### src/hdl/hll_riemann_flux_macros.svh
// ----------------------------------------------------------------------------
// hll riemann flux assertion macros
// shared check forms for the flux block
// ----------------------------------------------------------------------------
`ifndef HLL_RIEMANN_FLUX_MACROS_SVH
`define HLL_RIEMANN_FLUX_MACROS_SVH

// same-cycle implication
`define HLLR_CHECK(lbl, ante, cons, msg) \
   lbl: assert property (@(posedge clock) disable iff (reset) (ante) |-> (cons)) \
      else $error(msg);

// next-cycle implication
`define HLLR_CHECK_NEXT(lbl, ante, cons, msg) \
   lbl: assert property (@(posedge clock) disable iff (reset) (ante) |=> (cons)) \
      else $error(msg);

`endif

### src/hdl/hllr_pkg.sv
// ----------------------------------------------------------------------------
// hllr_pkg
// widths and the word type passed along the divider chain
// ----------------------------------------------------------------------------
`timescale 1ns / 1ps

package hllr_pkg;

   localparam int FRAC_BITS = 16;
   localparam int VAL_W     = 32;
   localparam int DV_W      = 32 + FRAC_BITS;
   localparam int N2_W      = 65;
   localparam int N3_W      = 96;
   localparam int T_W       = ((N2_W + FRAC_BITS > N3_W) ? N2_W + FRAC_BITS : N3_W) + 1;
   localparam int Q_W       = 33;

   typedef struct packed {
      logic              valid;
      logic              bypass;
      logic [VAL_W-1:0]  byp_val;
      logic              neg;
      logic              ovf;
      logic [DV_W-1:0]   dv;
      logic [DV_W-1:0]   rem;
      logic [Q_W-1:0]    low;
   } div_word_type;

endpackage

### src/hdl/hllr_div_cell.sv
// ----------------------------------------------------------------------------
// hllr_div_cell
// one restoring division step, one quotient bit per cell
// ----------------------------------------------------------------------------
`timescale 1ns / 1ps

module hllr_div_cell
   import hllr_pkg::*;
(
   input  logic          clock,
   input  logic          reset,
   input  logic          advance,
   input  div_word_type  in_word,
   output div_word_type  out_word
);

   div_word_type     word_ff, word_in;
   logic [DV_W:0]    trial;
   logic             fits;

   assign trial = {in_word.rem, in_word.low[Q_W-1]};
   assign fits  = trial >= {1'b0, in_word.dv};

   always_comb begin
      word_in     = in_word;
      word_in.rem = fits ? DV_W'(trial - {1'b0, in_word.dv}) : trial[DV_W-1:0];
      word_in.low = {in_word.low[Q_W-2:0], fits};
   end

   always_ff @(posedge clock) begin
      if (reset) begin
         word_ff.valid <= 1'b0;
      end else if (advance) begin
         word_ff.valid <= word_in.valid;
      end
      if (advance) begin
         word_ff.bypass  <= word_in.bypass;
         word_ff.byp_val <= word_in.byp_val;
         word_ff.neg     <= word_in.neg;
         word_ff.ovf     <= word_in.ovf;
         word_ff.dv      <= word_in.dv;
         word_ff.rem     <= word_in.rem;
         word_ff.low     <= word_in.low;
      end
   end

   assign out_word = word_ff;

endmodule

### config.mk
export PLATFORM = sky130hd
export DESIGN_NAME = hllr_div_cell
export DESIGN_NICKNAME = d
export VERILOG_FILES = /design/src/hdl/hll_riemann_flux_macros.svh /design/src/hdl/hllr_pkg.sv /design/src/hdl/hllr_div_cell.sv
export SDC_FILE = /design/constraint.sdc
export NUM_CORES = 1
export LEC_CHECK = 0
export ABC_AREA = 1
export BUFFER_PORTS_ARGS = -buffer_cell sky130_fd_sc_hd__buf_4
export CORE_ASPECT_RATIO = 2
export CORE_MARGIN = 2
export CORE_UTILIZATION = 52
export DETAILED_ROUTE_END_ITERATION = 8
export PLACE_DENSITY_LB_ADDON = 0.08
export SLEW_MARGIN = 20
export SYNTH_ARGS = -nofsm -noshare
export SYNTH_HDL_FRONTEND = slang
export SYNTH_SLANG_ARGS = --single-unit
export TNS_END_PERCENT = 100
### constraint.sdc
create_clock -name clock -period 1.9 [get_ports clock]
set_input_delay 0 -clock clock [delete_from_list [all_inputs] [get_ports clock]]
set_output_delay 0 -clock clock [all_outputs]
set_load 0.01 [all_outputs]
==> results of run 1 <==
stage by stage:
stage	setup TNS [ns]	cell area, um2
2_1_floorplan	0	10200
3_3_place_gp	-18.07	14300
3_5_place_dp	-22.36	14300
4_1_cts	0	16600
cell usage after synthesis, drive strengths merged:
| library cell | number | area, um2 |
|---|---|---|
| edfxtp | 164 | 4920 |
| nor3 | 4 | 30.0 |
| nor2 | 103 | 399 |
| mux2i | 1 | 10.0 |
| inv | 278 | 1040 |
| or2 | 1 | 6.26 |
| o21a | 1 | 7.51 |
| nor4 | 2 | 18.8 |
| xor2 | 24 | 210 |
| nand3 | 47 | 250 |
| clkbuf | 6 | 22.5 |
| dfxtp | 1 | 20.0 |
| fa | 1 | 20.0 |
| buf | 14 | 92.6 |
| nand4 | 58 | 363 |
| a21oi | 27 | 139 |
| nand2 | 520 | 1950 |
| xnor2 | 1 | 8.76 |
| and2 | 3 | 18.8 |
| clkinv | 1 | 3.75 |
| ha | 48 | 601 |
| o21bai | 4 | 30.0 |
timing repair:
action                                 CTS
setup endpoints to repair               40
endpoints found under the hold margin  164
resized for setup                        1
hold buffers                           164
routing by layer:
| metal | GRT usage [%] | overflow |
|---|---|---|
| met1 | 73.6 | 1 |
| met2 | 93.8 | 87 |
| met3 | 54.8 | 0 |
| met4 | 81.4 | 78 |
| met5 | 10.0 | 0 |
kinds of logic after synthesis:
family                     share of synthesized area, %
buffers and inverters                              11.4
muxes                                            0.0984
and+or+nand+nor                                    29.9
adders and majority gates                          6.10
DFF                                                48.6
xor gates and xnor gates                           2.15
AOI/OAI and AO/OA                                  1.73
==> impl_metrics.prom, run 1 <==
# TYPE chip_impl_metric gauge
chip_impl_info{name="status",value="stopped before the end"} 1
chip_impl_info{name="outcome.stop_stage",value="5_1_grt"} 1
chip_impl_info{name="tool.error",value="[ERROR GRT-0232] Routing congestion too high. Check the congestion heatmap in the GUI."} 1
chip_impl_metric{name="port_buffers",unit=""} 332
chip_impl_metric{name="clock-sinks",unit=""} 165
chip_impl_metric{name="yosys_register_bits",unit=""} 165
chip_impl_metric{name="grt_overflow",unit=""} 166
chip_impl_metric{name="grt_use_total",unit="%"} 75.3
chip_impl_metric{name="syn_avg_cell_area",unit="um2"} 7.77
chip_impl_metric{name="max-clock-path-buffers",unit=""} 2
chip_impl_metric{name="post_synth_design_cell_area",unit="mm2"} 0.0102
chip_impl_metric{name="place.detailed.instances",unit=""} 2058
chip_impl_info{name="clock_tree_root",value="sky130_fd_sc_hd__clkbuf_16"} 1
chip_impl_metric{name="pin_count",unit=""} 333
chip_impl_metric{name="ctsHtreeMaxLevel",unit=""} 4
chip_impl_metric{name="die-width",unit="um"} 103
chip_impl_metric{name="post-cts-setup-buffers",unit=""} 0
chip_impl_metric{name="cts_inserted_buffers",unit=""} 17
chip_impl_metric{name="synthesis.instances",unit=""} 1309
chip_impl_metric{name="yosysWarningCount",unit=""} 0
chip_impl_metric{name="die_h",unit="um"} 202
chip_impl_info{name="grt_repair_worst_endpoint",value="out_word[50]$_DFFE_PP_/D"} 1
chip_impl_metric{name="placementRows",unit=""} 72
chip_impl_metric{name="initial_core_util",unit="%"} 52.8
chip_impl_metric{name="pre_cts_slack",unit="ns"} -0.506
chip_impl_metric{name="mappedNetlistNets",unit=""} 1526
chip_impl_metric{name="number_of_distinct_library_cells_after_synthesis",unit=""} 31
chip_impl_metric{name="routabilityCongestion",unit=""} 1.02
chip_impl_metric{name="grt_max_degree",unit=""} 84
chip_impl_metric{name="place_hpwl",unit="um"} 32200
chip_impl_metric{name="yosysSeqAreaShare",unit="%"} 48.6
chip_impl_info{name="endpoint_type",value="register data pin"} 1
==> run 2, diff against run 1 <==
--- a/config.mk
+++ b/config.mk
@@ -7,11 +7,10 @@
 export LEC_CHECK = 0
 export ABC_AREA = 1
 export BUFFER_PORTS_ARGS = -buffer_cell sky130_fd_sc_hd__buf_4
-export CORE_ASPECT_RATIO = 2
 export CORE_MARGIN = 2
-export CORE_UTILIZATION = 52
+export CORE_UTILIZATION = 40
 export DETAILED_ROUTE_END_ITERATION = 8
-export PLACE_DENSITY_LB_ADDON = 0.08
+export PLACE_DENSITY_LB_ADDON = 0.15
 export SLEW_MARGIN = 20
 export SYNTH_ARGS = -nofsm -noshare
 export SYNTH_HDL_FRONTEND = slang
==> run 2 against run 1 <==
  * The flow now finishes without violations
  * Synthesized cell count stayed put
  * Area after synthesis is the same
==> impl_metrics.prom, run 2 <==
# TYPE chip_impl_metric gauge
chip_impl_metric{name="combPwrFrac",unit="%"} 30.4
chip_impl_metric{name="place_hpwl",unit="um"} 29200
chip_impl_info{name="worst_path_dominant_cell_family",value="simple AND/OR/NAND/NOR gates"} 1
chip_impl_metric{name="cp.depth",unit=""} 15
chip_impl_metric{name="yosysSeqAreaShare",unit="%"} 48.6
chip_impl_metric{name="vdd_drop_max",unit="mV"} 0.440
chip_impl_info{name="path_class",value="in -> reg"} 1
chip_impl_info{name="commonest_cells_after_routing_fill_and_taps_aside",value="519 x sky130_fd_sc_hd__nand2_1, 515 x sky130_fd_sc_hd__buf_4, 270 x sky130_fd_sc_hd__inv_1"} 1
chip_impl_metric{name="grt_pass1_wl",unit="um"} 57400
chip_impl_metric{name="die_h",unit="um"} 163
chip_impl_metric{name="final_nets",unit=""} 2212
chip_impl_metric{name="layoutNonFillerInstCount",unit=""} 2339
chip_impl_metric{name="cellInternalPower",unit="uW"} 7980
chip_impl_info{name="worstHoldPathType",value="in -> reg"} 1
chip_impl_info{name="clock_tree_root",value="sky130_fd_sc_hd__clkbuf_16"} 1
chip_impl_metric{name="synthDominantCellAreaShare",unit="%"} 48.4
chip_impl_metric{name="first_global_vias",unit=""} 10726
chip_impl_info{name="status",value="finished, final reports clean"} 1
chip_impl_metric{name="mappedNetlistNets",unit=""} 1526
chip_impl_metric{name="detail-route-antenna-nets",unit=""} 0
chip_impl_metric{name="powerDensity",unit="mW/mm2"} 698
chip_impl_metric{name="highest_fanout_seen_on_the_critical_path",unit=""} 19
chip_impl_metric{name="placementRows",unit=""} 58
chip_impl_metric{name="drcViolationCount",unit=""} 0
chip_impl_metric{name="grt_overflow",unit=""} 0
chip_impl_metric{name="synth_enable_flop_cells",unit=""} 164
chip_impl_metric{name="port_buffers",unit=""} 332
chip_impl_metric{name="power.switching_fraction",unit="%"} 31.8
chip_impl_metric{name="number_of_distinct_library_cells_after_synthesis",unit=""} 31
chip_impl_info{name="critical_path.most_common_cell",value="sky130_fd_sc_hd__nand2_1"} 1
chip_impl_metric{name="finalHoldViolCount",unit=""} 0
chip_impl_metric{name="pin_count",unit=""} 333
chip_impl_info{name="rsz_0062_raised_after_global_routing",value="false"} 1
chip_impl_metric{name="design.die.area",unit="mm2"} 0.0267
chip_impl_metric{name="routabilityCongestion",unit=""} 0.952
chip_impl_metric{name="final_layout_size_suffix_gt1_share",unit="%"} 28.8
chip_impl_metric{name="timing.max_slew.rel_slack",unit="%"} 68.0
chip_impl_metric{name="critPathBufInv",unit=""} 4
chip_impl_metric{name="clock_latency",unit="ns"} 0.43
chip_impl_metric{name="cts_inserted_buffers",unit=""} 17
chip_impl_metric{name="m1WireLength",unit="um"} 15900
chip_impl_metric{name="power.share.clock",unit="%"} 30.6
chip_impl_metric{name="yosys_register_bits",unit=""} 165
chip_impl_metric{name="cts.reportedPaths.clkPinSlew",unit="ns"} 0.08
chip_impl_info{name="crit_path_end_kind",value="flip-flop"} 1
chip_impl_metric{name="vias",unit=""} 10804
chip_impl_metric{name="skew",unit="ns"} 0
chip_impl_metric{name="post-route-period-util",unit="%"} 91.0
chip_impl_metric{name="leakage_power_summed_over_all_cells",unit="uW"} 0.00881
chip_impl_metric{name="drtPass1Iterations",unit=""} 5
chip_impl_metric{name="finalWorstPathRequiredPeriod",unit="ns"} 1.73
chip_impl_metric{name="number_of_antenna_violations_at_the_first_check_in_global_routing",unit=""} 1
chip_impl_metric{name="reg2reg_depth",unit=""} 3
chip_impl_metric{name="p_sw",unit="uW"} 3720
chip_impl_metric{name="max-clock-path-buffers",unit=""} 2
chip_impl_metric{name="routed-wl-met2",unit="um"} 19800
chip_impl_metric{name="share_of_power_burned_in_registers",unit="%"} 39.0
chip_impl_metric{name="route.met3.wl",unit="um"} 2330
chip_impl_metric{name="die-width",unit="um"} 163
chip_impl_info{name="yosys-top-cells-area",value="sky130_fd_sc_hd__edfxtp_1 48%, sky130_fd_sc_hd__nand2_1 19%, sky130_fd_sc_hd__inv_1 10%"} 1
chip_impl_metric{name="holdWs",unit="ns"} 0.0135
chip_impl_metric{name="wire_per_inst",unit="um"} 16.5
chip_impl_info{name="routed.top_layer",value="met4"} 1
chip_impl_metric{name="grt_use_total",unit="%"} 28.4
chip_impl_metric{name="arrival",unit="ns"} 1.92
chip_impl_info{name="top_reg_cell_synth",value="sky130_fd_sc_hd__edfxtp_1"} 1
chip_impl_info{name="most_frequent_cell_after_synthesis",value="sky130_fd_sc_hd__nand2_1"} 1
chip_impl_info{name="critical_path.cell_chain",value="buf_4 -> ha_1 -> nand2_1 -> inv_2 -> nand2_1 -> nand2_1 -> inv_1 -> nand3_2 -> nand2_1 -> nand2_2 -> nand3_2 -> nand3_2 -> buf_12 -> nand2_1 -> nand2_1"} 1
chip_impl_metric{name="initial_core_util",unit="%"} 40.5
chip_impl_metric{name="synthesis.instances",unit=""} 1309
chip_impl_info{name="synth_cell_count_leaders",value="519 x sky130_fd_sc_hd__nand2_1, 270 x sky130_fd_sc_hd__inv_1, 164 x sky130_fd_sc_hd__edfxtp_1, 98 x sky130_fd_sc_hd__nor2_1, 58 x sky130_fd_sc_hd__nand4_1"} 1
chip_impl_metric{name="maxCapViolations",unit=""} 0
chip_impl_metric{name="largest_register_ff_count",unit=""} 165
chip_impl_info{name="leading_cell_type_in_the_layout_fill_and_taps_excluded",value="sky130_fd_sc_hd__nand2_1"} 1
chip_impl_metric{name="yosysWarningCount",unit=""} 0
chip_impl_metric{name="grt_max_degree",unit=""} 43
chip_impl_metric{name="core_area",unit="mm2"} 0.0251
chip_impl_metric{name="vias_per_cell",unit=""} 4.62
chip_impl_metric{name="initialDrtViolationCount",unit=""} 666
chip_impl_metric{name="routed_wl",unit="um"} 38500
chip_impl_metric{name="clock-sinks",unit=""} 165
chip_impl_metric{name="synth_async_sr_flop_share",unit="%"} 0
chip_impl_info{name="crit_slowest_cell",value="sky130_fd_sc_hd__ha_1"} 1
chip_impl_metric{name="syn_avg_cell_area",unit="um2"} 7.77
chip_impl_metric{name="place.detailed.instances",unit=""} 2144
chip_impl_metric{name="area_delta_synth_final",unit="%"} 64.7
chip_impl_metric{name="post-cts-setup-buffers",unit=""} 0
chip_impl_metric{name="cp_slowest_stage_delay",unit="ns"} 0.34
chip_impl_info{name="tritoncts",value="done"} 1
chip_impl_metric{name="post_synth_design_cell_area",unit="mm2"} 0.0102
chip_impl_metric{name="cp_data_required_time",unit="ns"} 2.09
chip_impl_info{name="yosys.area.top_type",value="sky130_fd_sc_hd__edfxtp_1"} 1
chip_impl_metric{name="worst-slew-pin-transition",unit="ns"} 0.480
chip_impl_metric{name="ctsHtreeMaxLevel",unit=""} 4
chip_impl_metric{name="setup_viol_count_final",unit=""} 0
chip_impl_info{name="critical_path.startpoint_type",value="input pin"} 1
chip_impl_metric{name="final_max_slew_viol_count",unit=""} 0
chip_impl_metric{name="maximum_frequency_from_static_timing_analysis",unit="MHz"} 578
chip_impl_metric{name="worstHoldPathCells",unit=""} 1
run 2: cell families (layout without fill, tap and decap cells):
family	count (synthesis)	after routing	synth area share, %
buf+inv	299	998	11.4
other cells	0	1	0
fa+ha+maj	49	49	6.10
flops	165	165	48.6
compound gates	32	32	1.73
simple gates	738	738	29.9
xor+xnor	25	25	2.15
mux	1	1	0.0984
run 2: area by class of cell:
cell class | instances | area (um2)
clock inverter | 15 | 160
clock buffer | 17 | 425
timing repair buffer | 687 | 5680
antenna | 1 | 2.50
inverter | 279 | 1050
tap | 330 | 413
multi-input combinational | 845 | 4080
sequential | 165 | 4940
fill | 2176 | 8360
run 2: per-layer routing:
layer	vias to the layer above	GRT usage, %
met4	0	6.06
met5	-	0
met3	29	4.39
met2	352	53.2
met1	4970	34.3
li1	5453	-
run 2: power groups by stage:
stage	Combinational (uW)	Clock (uW)	Sequential [uW]
finish	3550	3580	4560
detailed placement	3270	0	4630
global placement	3230	0	4630
CTS	3550	3620	4550
global route	3880	3750	4590
floorplan	1200	0	4820
run 2: worst reg2reg max path: stages, from the launching register on:
cell,delay [ns]
sky130_fd_sc_hd__dfxtp_1,0.32
sky130_fd_sc_hd__mux2i_1,0.13
sky130_fd_sc_hd__nor2_1,0.05
sky130_fd_sc_hd__dlygate4sd3_1,0.55
run 2: stage by stage:
step | area [um2] | TNS [ns] | power (uW) | setup slack, ns | util [%]
5_1_grt | 16800 | 0 | 12200 | 0.0509 | 66.7
2_1_floorplan | 10200 | 0 | 6030 | 0.164 | -
3_5_place_dp | 14500 | -8.98 | 7910 | -0.306 | 57.9
3_3_place_gp | 14500 | -8.16 | 7860 | -0.283 | 57.9
4_1_cts | 16700 | 0 | 11700 | 0.150 | 66.7
6_report | 16800 | 0 | 11700 | 0.171 | 66.7
run 2: worst paths after layout:
kind	startpoint	slack [ns]	to
worst max-delay path	in_word[39]	0.17	out_word[61]
worst min register to register	out_word[164]	1.08	out_word[164]
worst max register to register	out_word[164]	0.74	out_word[164]
worst min-delay path	advance	0.01	out_word[118]
run 2: what timing repair did:
item / in CTS / in global routing
hold endpoints to repair: 161 / 0
gates resized for setup: 0 / 1
hold buffers: 162 / 0
setup endpoints to repair: 0 / 1
Note: power is estimated with default switching activity, not from simulation.
==> run 3, diff against run 2 <==
--- a/config.mk
+++ b/config.mk
@@ -7,6 +7,7 @@
 export LEC_CHECK = 0
 export ABC_AREA = 1
 export BUFFER_PORTS_ARGS = -buffer_cell sky130_fd_sc_hd__buf_4
+export CORE_ASPECT_RATIO = 1.25
 export CORE_MARGIN = 2
 export CORE_UTILIZATION = 40
 export DETAILED_ROUTE_END_ITERATION = 8
==> run 3 against run 2 <==
  * Core utilization is 0.71 points lower
  * Combinational power is 2% lower
  * Worst setup slack better by 0.0081 ns
  * Power is 1.4% lower
  * Register-to-register slack worse by 0.07 ns
  * Clock power is 3% lower
==> impl_metrics.prom, run 3 (same netlist as run 2, synthesis figures left out) <==
# TYPE chip_impl_metric gauge
chip_impl_metric{name="final_layout_size_suffix_gt1_share",unit="%"} 27.9
chip_impl_metric{name="combPwrFrac",unit="%"} 30.1
chip_impl_metric{name="timing.max_slew.rel_slack",unit="%"} 74.0
chip_impl_info{name="critical_path.cell_chain",value="buf_4 -> inv_1 -> ha_1 -> nand2_1 -> nor2_1 -> nand2_1 -> nor2_1 -> nand3_1 -> buf_12 -> nand4_1 -> nand2_1"} 1
chip_impl_metric{name="final_nets",unit=""} 2192
chip_impl_metric{name="num-fill-cells",unit=""} 2179
chip_impl_metric{name="grt_max_degree",unit=""} 60
chip_impl_metric{name="critPathBufInv",unit=""} 3
chip_impl_metric{name="routed_wl",unit="um"} 38600
chip_impl_metric{name="cts_inserted_buffers",unit=""} 17
chip_impl_metric{name="cp_slowest_stage_delay",unit="ns"} 0.35
chip_impl_info{name="worst_path_dominant_cell_family",value="simple AND/OR/NAND/NOR gates"} 1
chip_impl_metric{name="final_max_slew_viol_count",unit=""} 0
chip_impl_metric{name="finalHoldViolCount",unit=""} 0
chip_impl_metric{name="clock_latency",unit="ns"} 0.44
chip_impl_metric{name="die_h",unit="um"} 182
chip_impl_metric{name="initialDrtViolationCount",unit=""} 527
chip_impl_info{name="crit_path_end_kind",value="flip-flop"} 1
chip_impl_info{name="leading_cell_type_in_the_layout_fill_and_taps_excluded",value="sky130_fd_sc_hd__nand2_1"} 1
chip_impl_info{name="min-delay-start",value="in_word[81]"} 1
chip_impl_info{name="rsz_0062_raised_after_global_routing",value="false"} 1
chip_impl_info{name="clock_tree_root",value="sky130_fd_sc_hd__clkbuf_16"} 1
chip_impl_metric{name="p_sw",unit="uW"} 3520
chip_impl_metric{name="finalCoreUtilization",unit="%"} 66.0
chip_impl_info{name="tritoncts",value="done"} 1
chip_impl_metric{name="clock-sinks",unit=""} 165
chip_impl_metric{name="vdd_drop_max",unit="mV"} 0.657
chip_impl_metric{name="maximum_frequency_from_static_timing_analysis",unit="MHz"} 581
chip_impl_metric{name="powerDensity",unit="mW/mm2"} 695
chip_impl_info{name="crit_path_start",value="in_word[105]"} 1
chip_impl_metric{name="area_delta_synth_final",unit="%"} 63.0
chip_impl_metric{name="arrival",unit="ns"} 1.91
chip_impl_metric{name="ctsHtreeMaxLevel",unit=""} 4
chip_impl_metric{name="grt_overflow",unit=""} 0
chip_impl_metric{name="first_global_vias",unit=""} 11001
chip_impl_info{name="reg2reg_from",value="out_word[164]"} 1
chip_impl_metric{name="drtPass1Iterations",unit=""} 5
chip_impl_metric{name="post-route-period-util",unit="%"} 90.6
chip_impl_metric{name="vias",unit=""} 10691
chip_impl_metric{name="worst-slew-pin-transition",unit="ns"} 0.389
chip_impl_metric{name="number_of_antenna_violations_at_the_first_check_in_global_routing",unit=""} 0
chip_impl_metric{name="skew",unit="ns"} 0
chip_impl_metric{name="drcViolationCount",unit=""} 0
chip_impl_metric{name="design.die.area",unit="mm2"} 0.0267
chip_impl_metric{name="setup_viol_count_final",unit=""} 0
chip_impl_info{name="worstHoldPathType",value="in -> reg"} 1
chip_impl_info{name="path_class",value="in -> reg"} 1
chip_impl_info{name="commonest_cells_after_routing_fill_and_taps_aside",value="519 x sky130_fd_sc_hd__nand2_1, 492 x sky130_fd_sc_hd__buf_4, 270 x sky130_fd_sc_hd__inv_1"} 1
chip_impl_metric{name="post-cts-setup-buffers",unit=""} 0
chip_impl_metric{name="max-clock-path-buffers",unit=""} 2
chip_impl_metric{name="share_of_power_burned_in_registers",unit="%"} 39.7
chip_impl_metric{name="place_hpwl",unit="um"} 29200
chip_impl_metric{name="vias_per_cell",unit=""} 4.60
chip_impl_metric{name="leakage_power_summed_over_all_cells",unit="uW"} 0.00869
chip_impl_info{name="crit_slowest_cell",value="sky130_fd_sc_hd__ha_1"} 1
chip_impl_metric{name="core_area",unit="mm2"} 0.0251
chip_impl_metric{name="highest_fanout_seen_on_the_critical_path",unit=""} 48
chip_impl_metric{name="wire_per_inst",unit="um"} 16.6
chip_impl_metric{name="grt_use_total",unit="%"} 29.1
chip_impl_metric{name="cp_data_required_time",unit="ns"} 2.09
chip_impl_metric{name="largest_register_ff_count",unit=""} 165
chip_impl_info{name="critical_path.most_common_cell",value="sky130_fd_sc_hd__nand2_1"} 1
chip_impl_metric{name="finalWorstPathRequiredPeriod",unit="ns"} 1.72
chip_impl_metric{name="initial_core_util",unit="%"} 40.5
chip_impl_metric{name="place_area",unit="mm2"} 0.0144
chip_impl_metric{name="cts.reportedPaths.clkPinSlew",unit="ns"} 0.07
chip_impl_metric{name="routabilityCongestion",unit=""} 0.936
chip_impl_metric{name="placementRows",unit=""} 65
chip_impl_metric{name="power.share.clock",unit="%"} 30.2
chip_impl_metric{name="grt_pass1_wl",unit="um"} 59600
chip_impl_metric{name="power.switching_fraction",unit="%"} 30.6
chip_impl_metric{name="finalInstanceArea",unit="mm2"} 0.0166
chip_impl_info{name="status",value="finished, final reports clean"} 1
chip_impl_metric{name="port_buffers",unit=""} 332
chip_impl_metric{name="detail-route-antenna-nets",unit=""} 0
chip_impl_metric{name="cellInternalPower",unit="uW"} 8010
chip_impl_metric{name="pin_count",unit=""} 333
chip_impl_metric{name="maxCapViolations",unit=""} 0
chip_impl_metric{name="antenna_diode_count",unit=""} 0
chip_impl_metric{name="die-width",unit="um"} 147
chip_impl_info{name="critical_path.startpoint_type",value="input pin"} 1
==> run 3: cell count changes in the layout (fill, tap and decap cells not counted), moves of 2 or more <==
cell	delta
sky130_fd_sc_hd__buf_4	-23
sky130_fd_sc_hd__clkinv_2	+2
sky130_fd_sc_hd__clkinv_8	-3
sky130_fd_sc_hd__dlygate4sd3_1	+4
sky130_fd_sc_hd__inv_8	-2
==> run 3: timing repair <==
action,in CTS,in global routing
endpoints found under the hold margin,183,0
hold buffers,166,0
gates resized for setup,0,1
setup endpoints to repair,0,1
==> run 3: path summary, 6_finish.rpt <==
kind | slack [ns] | endpoint | cells after the start
setup / recovery | 0.18 | out_word[45] | 11
hold / removal | 0.08 | out_word[33] | 5
hold reg to reg | 1.15 | out_word[164] | 3
setup reg to reg | 0.67 | out_word[164] | 3
==> run 3: cell type report <==
| type | instances | area (um2) | share of cell area (%) |
|---|---|---|---|
| Timing Repair Buffer | 667 | 5530 | 33.3 |
| Sequential cell | 165 | 4940 | 29.8 |
| Multi-Input combinational cell | 845 | 4080 | 24.6 |
| Inverter | 279 | 1050 | 6.31 |
| Clock buffer | 18 | 429 | 2.59 |
| Tap cell | 335 | 419 | 2.53 |
| Clock inverter | 14 | 143 | 0.860 |
==> run 3: tightest hold or removal path, delay by kind of cell <==
| kind | cells | cell delay, ns |
|---|---|---|
| and+or+nand+nor | 2 | 0.09 |
| adders and majority gates | 1 | 0.14 |
| buffers and inverters | 2 | 0.13 |
==> run 3: per-layer routing <==
layer | GRT usage, % | wire length (um)
met2 | 55.5 | 20500
met4 | 7.38 | 651
met5 | 0 | 0
met1 | 33.9 | 15700
met3 | 4.32 | 1840
==> run 3: power groups by stage <==
stage                     Clock [uW]  Combinational, uW  Sequential (uW)
final                           3480               3470             4580
after global routing            3670               3800             4610
after CTS                       3540               3450             4580
after detailed placement           0               3170             4650
after global placement             0               3140             4650
after floorplan                    0               1200             4820
==> run 3: stage by stage <==
stage	power, uW	worst slack (ns)	setup TNS (ns)	std cells	hold slack (ns)
finish	11500	0.179	0	2323	0.0823
global route	12100	0.0297	0	2323	0.109
CTS	11600	0.103	0	2323	0.0742
detailed placement	7820	-0.375	-13.67	2125	0.162
global placement	7790	-0.396	-11.72	2125	0.160
floorplan	6030	0.164	0	1309	0.0724
